===== src/design/assert_macros.svh =====
// Assertion macros shared by the display core modules.
// All modules clock on i_clk and reset on i_rst_n (active low).
`ifndef ASSERT_MACROS_SVH
`define ASSERT_MACROS_SVH

// Checked property, muted while reset is held.
`define ASSERT_CLK(label, prop, msg) \
    label: assert property (@(posedge i_clk) disable iff (!i_rst_n) (prop)) \
        else $error(msg);

// Checked property, also checked during reset.
`define ASSERT_ALWAYS(label, prop, msg) \
    label: assert property (@(posedge i_clk) (prop)) else $error(msg);

`endif


===== src/design/mcad_pkg.sv =====
// Shared types, constants and helper functions for the clock/alarm display core.
// No dependencies.
package mcad_pkg;

    localparam int CfgDataW = 6;
    localparam int CfgIdxW  = 2;

    typedef enum logic [CfgIdxW-1:0] {
        CfgAlarmEnable = 2'd0,
        CfgAlarmHour   = 2'd1,
        CfgAlarmMinute = 2'd2
    } t_cfg_idx;

    localparam logic [5:0] DecRadix    = 6'd10;
    localparam logic [2:0] LastDigit   = 3'd7;
    localparam logic [2:0] WeekendFrom = 3'd4;  // weekday above this is weekend

    // Segment patterns for digits 0..9, bit k is segment column k.
    localparam logic [6:0] SegTable [10] = '{
        7'h77, 7'h24, 7'h5D, 7'h6D, 7'h2E, 7'h6B, 7'h7B, 7'h25, 7'h7F, 7'h6F
    };

    // One queued sample, everything the scan side needs.
    typedef struct packed {
        logic [4:0] now_hour;
        logic [5:0] now_minute;
        logic [4:0] alarm_hour;
        logic [5:0] alarm_minute;
        logic       armed;
        logic       weekend;
        logic       music;
    } t_rec;

    typedef struct packed {
        logic full;
        logic empty;
    } t_q_stat;

    // Tens digit by reciprocal multiply, exact for 0..63.
    function automatic logic [3:0] tens_of(input logic [5:0] v);
        logic [12:0] p;
        p = 13'(v) * 13'd13;
        return p[10:7];
    endfunction

    // Blank for anything above nine.
    function automatic logic [6:0] seg_of(input logic [3:0] d);
        logic [6:0] s;
        s = 7'd0;
        if (d <= 4'd9) begin
            s = SegTable[d];
        end
        return s;
    endfunction

endpackage


===== src/design/multiplexed_clock_alarm_display_core.sv =====
// Top level of the multiplexed clock/alarm seven-segment display core.
// Depends on mcad_pkg, mcad_front, mcad_fifo and mcad_back.
//
// Use:
//   Input channel (i_valid / o_stall): one time sample per transfer - hour,
//   minute, weekday and a stop_music bit that clears the alarm latch before
//   the alarm check. The sample's alarm check is done at transfer.
//   Output channel (o_valid / i_stall): eight transfers per sample, digit 1
//   first. Digits 1-4 show current HH:MM, digits 5-8 the alarm HH:MM;
//   o_last_digit marks the eighth. LEDs carry armed, weekend and music.
//   Config port (i_cfg_we / i_cfg_idx / i_cfg_data): 0 alarm enable,
//   1 alarm hour, 2 alarm minute; index 3 is ignored. Write while idle.
// Timing:
//   The transfer edge writes the queue; the back end loads digit 1 from
//   its head once free. Throughput is one result per cycle while the
//   queue holds a sample and i_stall is low, paced by the single digit
//   scan counter in the back end. The queue (QUEUE_DEPTH samples) lets
//   the front take new samples while a scan is under way.
// Reset: queue empty, scan at digit 1, music latch and config registers cleared.
// Stall: a stalled result holds in the output register; the queue fills,
//   and then o_stall goes high toward the sample source.
module multiplexed_clock_alarm_display_core import mcad_pkg::*; #(
    parameter int QUEUE_DEPTH = 2
) (
    input  logic                i_clk,
    input  logic                i_rst_n,
    input  logic                i_cfg_we,
    input  logic [CfgIdxW-1:0]  i_cfg_idx,
    input  logic [CfgDataW-1:0] i_cfg_data,
    input  logic                i_valid,
    output logic                o_stall,
    input  logic [4:0]          i_now_hour,
    input  logic [5:0]          i_now_minute,
    input  logic [2:0]          i_weekday,
    input  logic                i_stop_music,
    output logic                o_valid,
    input  logic                i_stall,
    output logic [7:0]          o_digit_select_n,
    output logic [6:0]          o_segments,
    output logic                o_decimal_point,
    output logic                o_led_armed,
    output logic                o_led_weekend,
    output logic                o_led_chime,
    output logic                o_last_digit
);

    t_rec    push_rec;
    t_rec    head_rec;
    t_q_stat q_stat;
    logic    push;
    logic    pop;

    // Front: config, accept, alarm match, music latch.
    mcad_front u_front (
        .i_clk        (i_clk),
        .i_rst_n      (i_rst_n),
        .i_cfg_we     (i_cfg_we),
        .i_cfg_idx    (i_cfg_idx),
        .i_cfg_data   (i_cfg_data),
        .i_valid      (i_valid),
        .o_stall      (o_stall),
        .i_now_hour   (i_now_hour),
        .i_now_minute (i_now_minute),
        .i_weekday    (i_weekday),
        .i_stop_music (i_stop_music),
        .i_q_stat     (q_stat),
        .o_push       (push),
        .o_rec        (push_rec)
    );

    // Sample queue; each entry carries a snapshot of the alarm time too.
    mcad_fifo #(
        .DEPTH (QUEUE_DEPTH)
    ) u_fifo (
        .i_clk   (i_clk),
        .i_rst_n (i_rst_n),
        .i_push  (push),
        .i_wdata (push_rec),
        .i_pop   (pop),
        .o_rdata (head_rec),
        .o_stat  (q_stat)
    );

    // Back: digit scan, segment decode, output register.
    mcad_back u_back (
        .i_clk            (i_clk),
        .i_rst_n          (i_rst_n),
        .i_rec            (head_rec),
        .i_q_stat         (q_stat),
        .o_pop            (pop),
        .o_valid          (o_valid),
        .i_stall          (i_stall),
        .o_digit_select_n (o_digit_select_n),
        .o_segments       (o_segments),
        .o_decimal_point  (o_decimal_point),
        .o_led_armed      (o_led_armed),
        .o_led_weekend    (o_led_weekend),
        .o_led_chime      (o_led_chime),
        .o_last_digit     (o_last_digit)
    );

endmodule


===== src/design/mcad_front.sv =====
// Front end: config registers, sample accept, alarm check and music latch.
// Depends on mcad_pkg; feeds mcad_fifo.
module mcad_front import mcad_pkg::*; (
    input  logic                i_clk,
    input  logic                i_rst_n,
    input  logic                i_cfg_we,
    input  logic [CfgIdxW-1:0]  i_cfg_idx,
    input  logic [CfgDataW-1:0] i_cfg_data,
    input  logic                i_valid,
    output logic                o_stall,
    input  logic [4:0]          i_now_hour,
    input  logic [5:0]          i_now_minute,
    input  logic [2:0]          i_weekday,
    input  logic                i_stop_music,
    input  t_q_stat             i_q_stat,
    output logic                o_push,
    output t_rec                o_rec
);

    logic       r_alarm_enable;
    logic [4:0] r_alarm_hour;
    logic [5:0] r_alarm_minute;
    logic       r_music;
    logic       n_music;
    logic       match;

    always_ff @(posedge i_clk) begin
        if (!i_rst_n) begin
            r_alarm_enable <= 1'b0;
            r_alarm_hour   <= 5'd0;
            r_alarm_minute <= 6'd0;
        end else if (i_cfg_we) begin
            unique case (t_cfg_idx'(i_cfg_idx))
                CfgAlarmEnable: r_alarm_enable <= i_cfg_data[0];
                CfgAlarmHour:   r_alarm_hour   <= i_cfg_data[4:0];
                CfgAlarmMinute: r_alarm_minute <= i_cfg_data[5:0];
                default: ;
            endcase
        end
    end

    assign o_stall = i_q_stat.full;
    assign o_push  = i_valid && !i_q_stat.full;

    // Clear first, then a match sets the latch again.
    assign match   = r_alarm_enable && (i_now_hour == r_alarm_hour)
                     && (i_now_minute == r_alarm_minute);
    assign n_music = (r_music && !i_stop_music) || match;

    always_ff @(posedge i_clk) begin
        if (!i_rst_n) begin
            r_music <= 1'b0;
        end else if (o_push) begin
            r_music <= n_music;
        end
    end

    always_comb begin
        o_rec.now_hour     = i_now_hour;
        o_rec.now_minute   = i_now_minute;
        o_rec.alarm_hour   = r_alarm_hour;
        o_rec.alarm_minute = r_alarm_minute;
        o_rec.armed        = r_alarm_enable;
        o_rec.weekend      = i_weekday > WeekendFrom;
        o_rec.music        = n_music;
    end

endmodule


===== src/design/mcad_fifo.sv =====
// Short sample queue between front end and scan back end.
// Depends on mcad_pkg and assert_macros.svh.
`include "assert_macros.svh"
module mcad_fifo import mcad_pkg::*; #(
    parameter int DEPTH = 2
) (
    input  logic    i_clk,
    input  logic    i_rst_n,
    input  logic    i_push,
    input  t_rec    i_wdata,
    input  logic    i_pop,
    output t_rec    o_rdata,
    output t_q_stat o_stat
);

    localparam int AW = (DEPTH > 1) ? $clog2(DEPTH) : 1;
    localparam int CW = $clog2(DEPTH + 1);

    t_rec          r_mem [DEPTH];
    logic [AW-1:0] r_wr_ptr;
    logic [AW-1:0] r_rd_ptr;
    logic [CW-1:0] r_count;
    logic          do_push;
    logic          do_pop;

    assign o_stat.full  = r_count == CW'(DEPTH);
    assign o_stat.empty = r_count == '0;
    assign do_push      = i_push && !o_stat.full;
    assign do_pop       = i_pop && !o_stat.empty;
    assign o_rdata      = r_mem[r_rd_ptr];

    function automatic logic [AW-1:0] wrap_inc(input logic [AW-1:0] p);
        logic [AW-1:0] q;
        q = p + 1'b1;
        if (p == AW'(DEPTH - 1)) begin
            q = '0;
        end
        return q;
    endfunction

    always_ff @(posedge i_clk) begin
        if (do_push) begin
            r_mem[r_wr_ptr] <= i_wdata;
        end
    end

    always_ff @(posedge i_clk) begin
        if (!i_rst_n) begin
            r_wr_ptr <= '0;
            r_rd_ptr <= '0;
            r_count  <= '0;
        end else begin
            if (do_push) begin
                r_wr_ptr <= wrap_inc(r_wr_ptr);
            end
            if (do_pop) begin
                r_rd_ptr <= wrap_inc(r_rd_ptr);
            end
            if (do_push && !do_pop) begin
                r_count <= r_count + 1'b1;
            end else if (do_pop && !do_push) begin
                r_count <= r_count - 1'b1;
            end
        end
    end

    `ASSERT_CLK(a_count_bound, r_count <= CW'(DEPTH), "queue count above depth")
    `ASSERT_CLK(a_no_push_full, o_stat.full |-> !i_push, "push into full queue")
    `ASSERT_CLK(a_no_pop_empty, o_stat.empty |-> !i_pop, "pop from empty queue")

endmodule


===== src/design/mcad_back.sv =====
// Scan back end: walks eight digits per queued sample into an output register.
// Depends on mcad_pkg and assert_macros.svh.
`include "assert_macros.svh"
module mcad_back import mcad_pkg::*; (
    input  logic       i_clk,
    input  logic       i_rst_n,
    input  t_rec       i_rec,
    input  t_q_stat    i_q_stat,
    output logic       o_pop,
    output logic       o_valid,
    input  logic       i_stall,
    output logic [7:0] o_digit_select_n,
    output logic [6:0] o_segments,
    output logic       o_decimal_point,
    output logic       o_led_armed,
    output logic       o_led_weekend,
    output logic       o_led_chime,
    output logic       o_last_digit
);

    logic [2:0] r_digit;
    logic       r_valid;
    logic [7:0] r_sel_n;
    logic [6:0] r_seg;
    logic       r_dp;
    logic       r_armed;
    logic       r_weekend;
    logic       r_music;
    logic       r_last;

    logic       load;
    logic [5:0] value;
    logic [3:0] tens;
    logic [5:0] units;
    logic [3:0] digit;

    assign load  = !i_q_stat.empty && (!r_valid || !i_stall);
    assign o_pop = load && (r_digit == LastDigit);

    always_comb begin
        unique case (r_digit[2:1])
            2'd0: value = {1'b0, i_rec.now_hour};
            2'd1: value = i_rec.now_minute;
            2'd2: value = {1'b0, i_rec.alarm_hour};
            default: value = i_rec.alarm_minute;
        endcase
        tens  = tens_of(value);
        units = value - ({2'b00, tens} * DecRadix);
        digit = r_digit[0] ? units[3:0] : tens;
    end

    always_ff @(posedge i_clk) begin
        if (!i_rst_n) begin
            r_valid <= 1'b0;
            r_digit <= 3'd0;
        end else if (load) begin
            r_valid <= 1'b1;
            r_digit <= r_digit + 1'b1;
        end else if (!i_stall) begin
            r_valid <= 1'b0;
        end
    end

    always_ff @(posedge i_clk) begin
        if (load) begin
            r_sel_n   <= ~(8'd1 << r_digit);
            r_seg     <= seg_of(digit);
            r_dp      <= r_digit[1:0] == 2'b01;
            r_armed   <= i_rec.armed;
            r_weekend <= i_rec.weekend;
            r_music   <= i_rec.music;
            r_last    <= r_digit == LastDigit;
        end
    end

    assign o_valid          = r_valid;
    assign o_digit_select_n = r_sel_n;
    assign o_segments       = r_seg;
    assign o_decimal_point  = r_dp;
    assign o_led_armed      = r_armed;
    assign o_led_weekend    = r_weekend;
    assign o_led_chime      = r_music;
    assign o_last_digit     = r_last;

    `ASSERT_CLK(a_sel_onehot, r_valid |-> $onehot(~r_sel_n), "digit select not one-hot")
    `ASSERT_CLK(a_last_sel, (r_valid && r_last) |-> (r_sel_n == 8'h7F),
        "last flag off the eighth digit")
    `ASSERT_CLK(a_held, (r_valid && i_stall) |=> (r_valid && $stable(r_digit)),
        "scan advanced while stalled")

endmodule


===== config.mk =====
export PLATFORM = sky130hd
export DESIGN_NAME = multiplexed_clock_alarm_display_core
export DESIGN_NICKNAME = d
export VERILOG_FILES = /design/src/design/mcad_pkg.sv /design/src/design/multiplexed_clock_alarm_display_core.sv /design/src/design/mcad_front.sv /design/src/design/mcad_fifo.sv /design/src/design/mcad_back.sv
export VERILOG_INCLUDE_DIRS = /design/src /design/src/design
export SDC_FILE = /design/constraint.sdc
export NUM_CORES = 1
export LEC_CHECK = 0
export BUFFER_PORTS_ARGS = -buffer_cell sky130_fd_sc_hd__buf_2
export CAP_MARGIN = 20
export CORE_ASPECT_RATIO = 1.5
export CORE_MARGIN = 3
export CORE_UTILIZATION = 45
export CTS_CLUSTER_DIAMETER = 120
export DETAILED_ROUTE_END_ITERATION = 10
export PLACE_DENSITY = 0.74
export RECOVER_POWER = 100
export SLEW_MARGIN = 40
export SYNTH_ARGS = -nofsm -noshare
export SYNTH_HDL_FRONTEND = slang
export SYNTH_SLANG_ARGS = --single-unit

===== constraint.sdc =====
create_clock -name i_clk -period 9.6 [get_ports i_clk]
set_input_delay 0.96 -clock i_clk [delete_from_list [all_inputs] [get_ports i_clk]]
set_output_delay 0.96 -clock i_clk [all_outputs]
set_load 0.01 [all_outputs]

==> results.md <==
- Status: finished with violations
- Failing checks: max-capacitance violations, max-slew violations
- Vias per inst: ~5.2
- Synthesized area per cell: around 15 µm²
- Most frequent cells in the layout: 70 x edfxtp_1, 37 x clkbuf_1, 28 x ha_1
- Gr ovfl total: 0
- CP max-delay cell: dfxtp_1
- Row count: 43
- Reg2Reg Launch Point: u_back.r_digit[1]
- Min-Delay Endpoint: u_back.o_valid
- Crit start category: flip-flop
- CTS clk-pin slew, worst paths: ~0.060 ns
- Pwr/cell area: between 200 and 300 nW/µm²
- R2R depth: 18
- Leakage power: about 1.9 nW
- Finished Layout Cells: about 470
- Max-slew violation count: 26
- Post-CTS resize count: 0
- Die Wd: between 80 and 90 µm
- Drt first-iter violations: 64
- First-pass GRT wire length: ~12 mm
- Chip height: approximately 130 µm
- Post-DP HPWL: 5.50 mm
- Antenna violations before repair: 0
- I/O Buffers: between 40 and 50
- Crit path cell chain: mux4_2, mux2_1, ha_1, inv_1, fa_1, inv_1, ha_1, nand4_1, o31ai_1, xnor2_2, inv_1, ha_1, fa_1, xor2_1, xnor2_1, xnor3_1, and2_0, mux2i_1
- Routability congestion estimate: ~0.78
- TritonCTS clock tree: built
- Final non-filler cell area: between 4000 and 5000 µm²
- Worst slew margin: -6.37%
- Worst slack, placed: 4.05 ns
- DR pass1 iterations: 4
- Setup TNS: 0 ns
- P_sw: 0.000485 W
- Worst R2R Setup Slack: 3.90 ns
- CP Class: flip-flop to flip-flop
- Synth Register Bits: between 90 and 100
- Post-synth EDFFs: 70
- Fin Hold WS: ~0.48 ns
- Crit path max fanout: 15
- # Max-Cap Violations: 1
- Sw Share: 33.9%
- Fmax: between 150 and 200 MHz
- Placed Area: between 4000 and 5000 µm²
- Mapped Nets: between 300 and 400
- Clock share of power: roughly 22%
- Flop pwr share: between 30% and 40%
- Via Count: between 2,000 and 2,500
- Max clock buf depth: 2
- Worst Tran Pin Value: about 1.6 ns
- Ant. Diodes: 0
- Hold Crit Depth: 2
- Syn Std Cell Area: about 4400 µm²
- Reg2reg end: u_back.o_segments[6]
- CORE AREA: about 9400 µm²
- Drt drc: 0
- Peak VDD IR: roughly 0.18 mV
- Portion of total power attributed to combinational logic: between 40% and 50%
- Die area: around 11,000 µm²
- H-tree depth: 3
- Internal power: roughly 0.00094 W
- Ys async rst share: 0%
- Final setup viols: 0
- Setup WS post-layout: about 3.9 ns
- Arrival @ worst endpoint: 5.76 ns
- RSZ-0062 raised after global routing: no
- CTS buffer count: 9
- Yosys cell types: 51
- Layout overhead on the synthesized area: 12.6%
- Req. time, crit path: 9.67 ns
- Most common cell after layout, fill and taps aside: edfxtp_1
- DRT antenna net count: 0
- Routed length per instance: approximately 15 µm
- Post-synthesis sequential area ratio: slightly below 60%
- Share of cells above drive strength 1: between 10 and 15%
- Total GRT Usage: 14.4%
- Hold wc startpoint: u_back.o_valid
- Final hold violations: 0
- Largest net degree at the start of global routing: 27
- Skew final: around 0.0076 ns
- Commonest register cell after synthesis: edfxtp_1
- Total wire length: ~7.3 mm
- IO Count: 50
- Clock root buffer: clkbuf_16
- Worst min-delay path category: flip-flop to flip-flop
- CP max stage delay: about 0.74 ns
- Clk sink count: 92
- Cells after Synth: 304
- Post-CTS Hold Buffers: 0
- Initial Util: a little under half
- Final min period: 5.70 ns
- Period utilization: 59.4%
- # placed instances: 459
- Critical Path End Type: flip-flop
- Ys Warns: 0
- Nets@finish: 417
- Skew-Pair Late Insertion Delay: approximately 0.34 ns
- Setup Fix Bufs, Post-CTS: 0
- Vias in the first global route: about 2,600
sequential cells by signal, summed over array words and instances, names as in the netlist, 2 cells and up, named ones only:
| signal | count |
|---|---|
| u_back.o_digit_select_n | 8 |
| u_back.o_segments | 7 |
| u_back.r_digit | 3 |
| u_fifo.r_count | 2 |
| u_fifo.r_mem | 50 |
| u_front.r_alarm_hour | 5 |
| u_front.r_alarm_minute | 6 |
final cells by class:
type | instances | area (µm²)
clock buffers | 9 | 225
clock inverters | 6 | 42.5
fillers | 788 | 4450
inverters | 25 | 93.8
multi-input cells | 179 | 1710
flip-flops and latches | 92 | 2540
well taps | 112 | 140
repair buffers | 51 | 209
routing by layer:
| layer | share of wire (%) | global-route usage, % |
|---|---|---|
| met2 | 54 | 25.9 |
| met5 | 0 | 0 |
| met1 | 39 | 15.4 |
| met4 | 2.6 | 6.15 |
| met3 | 4.2 | 4.06 |
power groups by stage:
stage          Clock [W]  Sequential, W  Combinational [W]
2_1_floorplan          0       0.000547           0.000487
3_3_place_gp           0       0.000543           0.000568
3_5_place_dp           0       0.000546           0.000591
4_1_cts         0.000322       0.000538           0.000598
5_1_grt         0.000339       0.000545           0.000659
6_report        0.000316       0.000538           0.000575
kinds of logic after synthesis:
group | synth area share, %
simple gates | 8.63
buf+inv | 3.41
fa+ha+maj | 9.31
compound gates | 3.89
mux | 12.9
flops | 57.7
xor+xnor | 4.26
worst max-delay path by stage:
stage | from | depth (start not counted) | end
global placement | flip-flop | 19 | u_back.o_segments[5]
detailed placement | flip-flop | 19 | u_back.o_segments[0]
CTS | flip-flop | 19 | u_back.o_segments[0]
finish | u_back.r_digit[1] | 18 | u_back.o_segments[6]
floorplan | flip-flop | 21 | u_back.o_segments[1]
global route | u_back.r_digit[1] | 18 | u_back.o_segments[0]
critical path, delay by kind of cell, from the launching register on:
kind / cells / cell delay [ns]
AO/OA/AOI/OAI: 1 / 0.41
XOR/XNOR: 4 / 0.72
adder cells (fa/ha/maj): 5 / 1.71
buffers and inverters: 3 / 0.16
flip-flops: 1 / 0.74
multiplexers: 3 / 1.09
AND/OR/NAND/NOR: 2 / 0.59
stage by stage:
step                      total power [W]  utilization, %
final                             0.00143            52.7
after global routing              0.00154            52.7
after CTS                         0.00146            53.4
after detailed placement          0.00114            50.6
after global placement            0.00111            50.6
after floorplan                   0.00103               -
cell usage after synthesis, types with 3 or more instances:
master / instances / area (µm²)
nor2b_1: 15 / 93.8
mux4_1: 5 / 131
ha_1: 28 / 350
nor2_1: 5 / 18.8
xor2_1: 8 / 70.1
and2_1: 6 / 37.5
edfxtp_1: 70 / 2100
fa_1: 3 / 60.1
nand4_1: 3 / 18.8
mux2_2: 6 / 67.6
mux2i_1: 21 / 210
mux4_2: 5 / 113
dfxtp_1: 22 / 440
xnor2_1: 9 / 78.8
nand2_1: 22 / 82.6
inv_1: 24 / 90.1
o21ai_0: 5 / 25.0
buf_4: 3 / 22.5
(Power assumes the default switching activity.)
